File: config.mk
export PLATFORM = sky130hd
export DESIGN_NAME = mtp_front
export DESIGN_NICKNAME = d
export VERILOG_FILES = /design/src/mtp_pkg.sv /design/src/mtp_front.sv
export SDC_FILE = /design/constraint.sdc
export NUM_CORES = 1
export LEC_CHECK = 0
export CAP_MARGIN = 20
export CORE_AREA = 4 4 75 77
export DETAILED_ROUTE_END_ITERATION = 6
export DIE_AREA = 0 0 79 81
export DONT_BUFFER_PORTS = 1
export HOLD_SLACK_MARGIN = 0.15
export PLACE_DENSITY = 0.75
export SYNTH_ARGS = -nofsm -noshare
export SYNTH_HDL_FRONTEND = slang
export SYNTH_SLANG_ARGS = --single-unit
export TNS_END_PERCENT = 30
File: constraint.sdc
create_clock -name i_clk -period 3.3 [get_ports i_clk]
set_input_delay 0.495 -clock i_clk [delete_from_list [all_inputs] [get_ports i_clk]]
set_output_delay 0.495 -clock i_clk [all_outputs]
set_load 0.05 [all_outputs]
File: src/mtp_pkg.sv
// ----------------------------------------------------------------------------
// mtp_pkg
// Shared types, codes and helpers for the markov transition predictor.
// ----------------------------------------------------------------------------
package mtp_pkg;

    // default sizes handed to the top level parameters
    localparam int NODE_ENTRIES_DEF = 64;
    localparam int SUCC_SLOTS_DEF   = 4;

    // field widths
    localparam int ID_W       = 32;
    localparam int CNT_W      = 32;
    localparam int FACTOR_W   = 16;
    localparam int OP_W       = 2;
    localparam int PRED_W     = 3;
    localparam int ST_W       = 2;
    localparam int KIND_W     = 2;
    localparam int PROD_W     = CNT_W + FACTOR_W;
    localparam int MAX_OUT    = 4;
    localparam int QUEUE_DEPTH = 2;

    // configuration port
    localparam int CFG_IDX_W  = 1;
    localparam int CFG_DATA_W = 16;
    localparam logic [CFG_IDX_W-1:0] CFG_LEARN  = 1'd0;
    localparam logic [CFG_IDX_W-1:0] CFG_FACTOR = 1'd1;
    localparam logic [FACTOR_W-1:0]  FACTOR_RST = 16'd58982;

    // operation codes on the input channel
    localparam logic [OP_W-1:0] OP_ACCESS  = 2'd0;
    localparam logic [OP_W-1:0] OP_PREDICT = 2'd1;
    localparam logic [OP_W-1:0] OP_DECAY   = 2'd2;
    localparam logic [OP_W-1:0] OP_NOP     = 2'd3;

    // request classes after the front end
    localparam logic [KIND_W-1:0] KIND_ACCESS  = 2'd0;
    localparam logic [KIND_W-1:0] KIND_PREDICT = 2'd1;
    localparam logic [KIND_W-1:0] KIND_DECAY   = 2'd2;
    localparam logic [KIND_W-1:0] KIND_NOP     = 2'd3;

    // result status codes
    localparam logic [ST_W-1:0] ST_DONE = 2'd0;
    localparam logic [ST_W-1:0] ST_PRED = 2'd1;
    localparam logic [ST_W-1:0] ST_NONE = 2'd2;
    localparam logic [ST_W-1:0] ST_DROP = 2'd3;

    // previous node value meaning none
    localparam logic [ID_W-1:0] NONE_ID = '1;

    // classified request passed from front to back
    typedef struct packed {
        logic [KIND_W-1:0] kind;
        logic [ID_W-1:0]   node_id;
        logic [PRED_W-1:0] lim;
    } t_req;

    // saturating increment of a count
    function automatic logic [CNT_W-1:0] sat_inc(input logic [CNT_W-1:0] v);
        return (v == '1) ? v : v + CNT_W'(1);
    endfunction

endpackage

File: src/mtp_front.sv
// ----------------------------------------------------------------------------
// mtp_front
// Accepts requests, classifies the operation, clamps the prediction limit
// and holds them in a short queue for the back end.
// ----------------------------------------------------------------------------
module mtp_front import mtp_pkg::*; (
    input  logic              i_clk,
    input  logic              i_rst_n,
    input  logic              i_in_valid,
    output logic              o_in_stall,
    input  logic [OP_W-1:0]   i_operation,
    input  logic [ID_W-1:0]   i_node_id,
    input  logic [PRED_W-1:0] i_max_predictions,
    input  logic              i_pop,
    output logic              o_req_valid,
    output t_req              o_req
);

    localparam int PTR_W   = (QUEUE_DEPTH > 1) ? $clog2(QUEUE_DEPTH) : 1;
    localparam int QCNT_W  = $clog2(QUEUE_DEPTH + 1);

    t_req              r_q [QUEUE_DEPTH];
    logic [PTR_W-1:0]  r_wr_ptr;
    logic [PTR_W-1:0]  r_rd_ptr;
    logic [QCNT_W-1:0] r_count;
    t_req              w_req;
    logic              w_push;
    logic              w_pop;

    // classify the incoming request
    always_comb begin
        w_req.node_id = i_node_id;
        w_req.lim     = (i_max_predictions > PRED_W'(MAX_OUT)) ? PRED_W'(MAX_OUT)
                                                               : i_max_predictions;
        case (i_operation)
            OP_ACCESS:  w_req.kind = KIND_ACCESS;
            OP_PREDICT: w_req.kind = KIND_PREDICT;
            OP_DECAY:   w_req.kind = KIND_DECAY;
            default:    w_req.kind = KIND_NOP;
        endcase
    end

    assign o_in_stall  = (r_count == QCNT_W'(QUEUE_DEPTH));
    assign w_push      = i_in_valid && !o_in_stall;
    assign o_req_valid = (r_count != '0);
    assign w_pop       = i_pop && o_req_valid;
    assign o_req       = r_q[r_rd_ptr];

    // queue storage
    always_ff @(posedge i_clk) begin
        if (w_push) begin
            r_q[r_wr_ptr] <= w_req;
        end
    end

    // queue pointers and fill count
    always_ff @(posedge i_clk) begin
        if (!i_rst_n) begin
            r_wr_ptr <= '0;
            r_rd_ptr <= '0;
            r_count  <= '0;
        end else begin
            if (w_push) begin
                r_wr_ptr <= (r_wr_ptr == PTR_W'(QUEUE_DEPTH - 1)) ? '0
                                                                 : r_wr_ptr + PTR_W'(1);
            end
            if (w_pop) begin
                r_rd_ptr <= (r_rd_ptr == PTR_W'(QUEUE_DEPTH - 1)) ? '0
                                                                 : r_rd_ptr + PTR_W'(1);
            end
            if (w_push && !w_pop) begin
                r_count <= r_count + QCNT_W'(1);
            end else if (!w_push && w_pop) begin
                r_count <= r_count - QCNT_W'(1);
            end
        end
    end

endmodule

==> impl_metrics.tcl <==
set metrics [dict create \
    synth_cell_type_count 24 \
    synth_ff_type "edfxtp_1" \
    drv_slew 0 \
    cts_buffers 9 \
    total_power_w 0.00289 \
    seq_area_frac_synth_pct 79.0 \
    cp.buffers_inverters 0 \
    finalCritPeriodShare_pct 68.1 \
    grt-ovfl-total 0 \
    rsz0062_at_grt "false" \
    ctsResizeCount 0 \
    post_cts_buffers 0 \
    dp_hpwl_um 3110 \
    cts_tree "done" \
    critPathMaxFanout 37 \
    synthToLayoutAreaGrowth_pct 7.07 \
    crit_family "flip-flops" \
    start_kind "flop" \
    synth_nets 187 \
    core_mm2 0.00501 \
    clkLatencyLatePin_ns 0.33 \
    synth.top_cell.area_share_pct 75.6 \
    drc_errors 0 \
    worstSetupEndpointType "output port" \
    cp_data_arrival_time_ns 1.75 \
    antenna_cells 0 \
    hold_slack_ns 0.254 \
    p_leak_nw 1.02 \
    path_cells "mux2_2" \
    cts.clk_slew.worst_paths_ns 0.07 \
    finalCriticalPeriod_ns 2.25 \
    gp_congestion 0.621 \
    firstDrtPassIters 4 \
    design_area_mm2 0.00315 \
    relSlewSlack_pct 42.5 \
    clk_path_buf_depth 2 \
    drt_iter0_drc 97 \
    grt_usage_pct 15.1 \
    dpl-instance-area_mm2 0.00300 \
    ys_async_sr_fraction_pct 0 \
    avgSynthCellArea_um2 20.3 \
    status "completed" \
    synth_edf_count 74 \
    layout_common_cells "edfxtp_1, mux2_2, clkbuf_8" \
    yosys_warnings 0 \
    peakVddDrop_mv 0.521 \
    grt_pass1_wl_um 6870 \
    setup_viol 0 \
    synthTopCellsByArea "edfxtp_1, mux2_2, dfxtp_1" \
    min_path_type "input pin to flop" \
    vias_per_cell 5.39 \
    drt-total-wl_um 4480 \
    cap_violations 0 \
    dieArea_mm2 0.00640 \
    antenna_found_initial 0 \
    h-tree-depth 3 \
    clock_skew_ns 0.00632 \
    cts_hold_buf 0 \
    vias 1213 \
    die_h_um 81 \
    slowest_delay_ns 0.85 \
    synth_area_leader_cell "edfxtp_1" \
    critPathKind "flop to output port" \
    worst_pin_slew_ns 0.863 \
    synth_seq_cells 79 \
    drive_above_1_share_pct 34.2 \
    ant_nets 0 \
    synth_cells 145 \
    crit_required_ns 2.80 \
    fin_setup_tns_ns 0 \
    utilization_pct 62.8 \
    rows 26 \
    numPortBuffers 0 \
    cts_num_sinks 79 \
    mostFrequentLayoutCell "edfxtp_1" \
    p_per_area_mw_per_mm2 920 \
    max_freq_ghz 0.445 \
    grt_max_degree 38 \
    io_pins 80 \
    netlist_area_mm2 0.00294 \
    hold_viol_final 0 \
    layout.nets 193 \
    cts_root_buf "clkbuf_8" \
    crit_slowest_cell "dfxtp_2" \
    start_util_pct 58.6 \
    grt_pass1_vias 1399 \
    wl_per_cell_um 19.9 \
    die_width_um 79 \
]
[registers in the layout, indices dropped and copies added, names as in the netlist, named ones only]
name and count:
r_rd_ptr 1, r_q 74, r_count 2, r_wr_ptr 1
[area by class of cell]
type                       count  area [µm²]
tap                           70        87.6
sequential                    79        2320
multi-input combinational     57         566
inverter                       2        7.51
clock buffer                  12         135
fill                         384        1860
timing repair buffer           2        15.0
clock inverter                 3        11.3
[power breakdown]
group	internal, W	leakage [nW]	switching [W]
registers	0.00126	0.734	0.000100
logic	0.000229	0.214	0.000753
clock network	0.000262	0.0730	0.000286
total	0.00175	1.02	0.00114
[path summary, 6_finish.rpt]
check | start | endpoint | slack [ns] | cells past startpoint
setup / recovery | flop | o_req[14] | 1.05 | 1
hold / removal | i_node_id[7] | r_q[0][10]$_DFFE_PP_ | 0.25 | 0
setup reg to reg | r_count[0]$_SDFFE_PN0P_ | r_count[1]$_SDFFE_PN0P_ | 1.44 | 6
hold reg to reg | r_count[1]$_SDFFE_PN0P_ | r_count[1]$_SDFFE_PN0P_ | 0.54 | 2
[synthesized netlist by cell type (2+ instances only)]
cell type,number
edfxtp_1,74
mux2_2,37
dfxtp_1,5
and2_1,3
buf_6,3
clkbuf_1,3
nor2b_1,2
xnor2_1,2
[cell families (layout without fill, tap and decap cells)]
| kind of cell | count (synthesis) | after routing | share of synthesized area, % |
|---|---|---|---|
| flip-flops | 79 | 79 | 79.0 |
| buffers and inverters | 9 | 19 | 1.96 |
| AND/OR/NAND/NOR | 11 | 11 | 2.39 |
| adder cells (fa/ha/maj) | 1 | 1 | 0.426 |
| XOR/XNOR | 3 | 3 | 0.895 |
| multiplexers | 37 | 37 | 14.2 |
| AO/OA/AOI/OAI | 5 | 5 | 1.11 |
[layer usage]
metal	track usage (%)	share of wire [%]
met1	14.6	33
met2	26.1	54
met3	6.76	9.6
met4	9.79	2.5
met5	0	0
[per-stage QoR]
stage	setup WS, ns	cells
final	1.05	225
after detailed placement	1.38	210
after floorplan	0.697	145
after global placement	1.41	210
after global routing	0.939	225
after CTS	1.00	225
(Power assumes the default switching activity.)
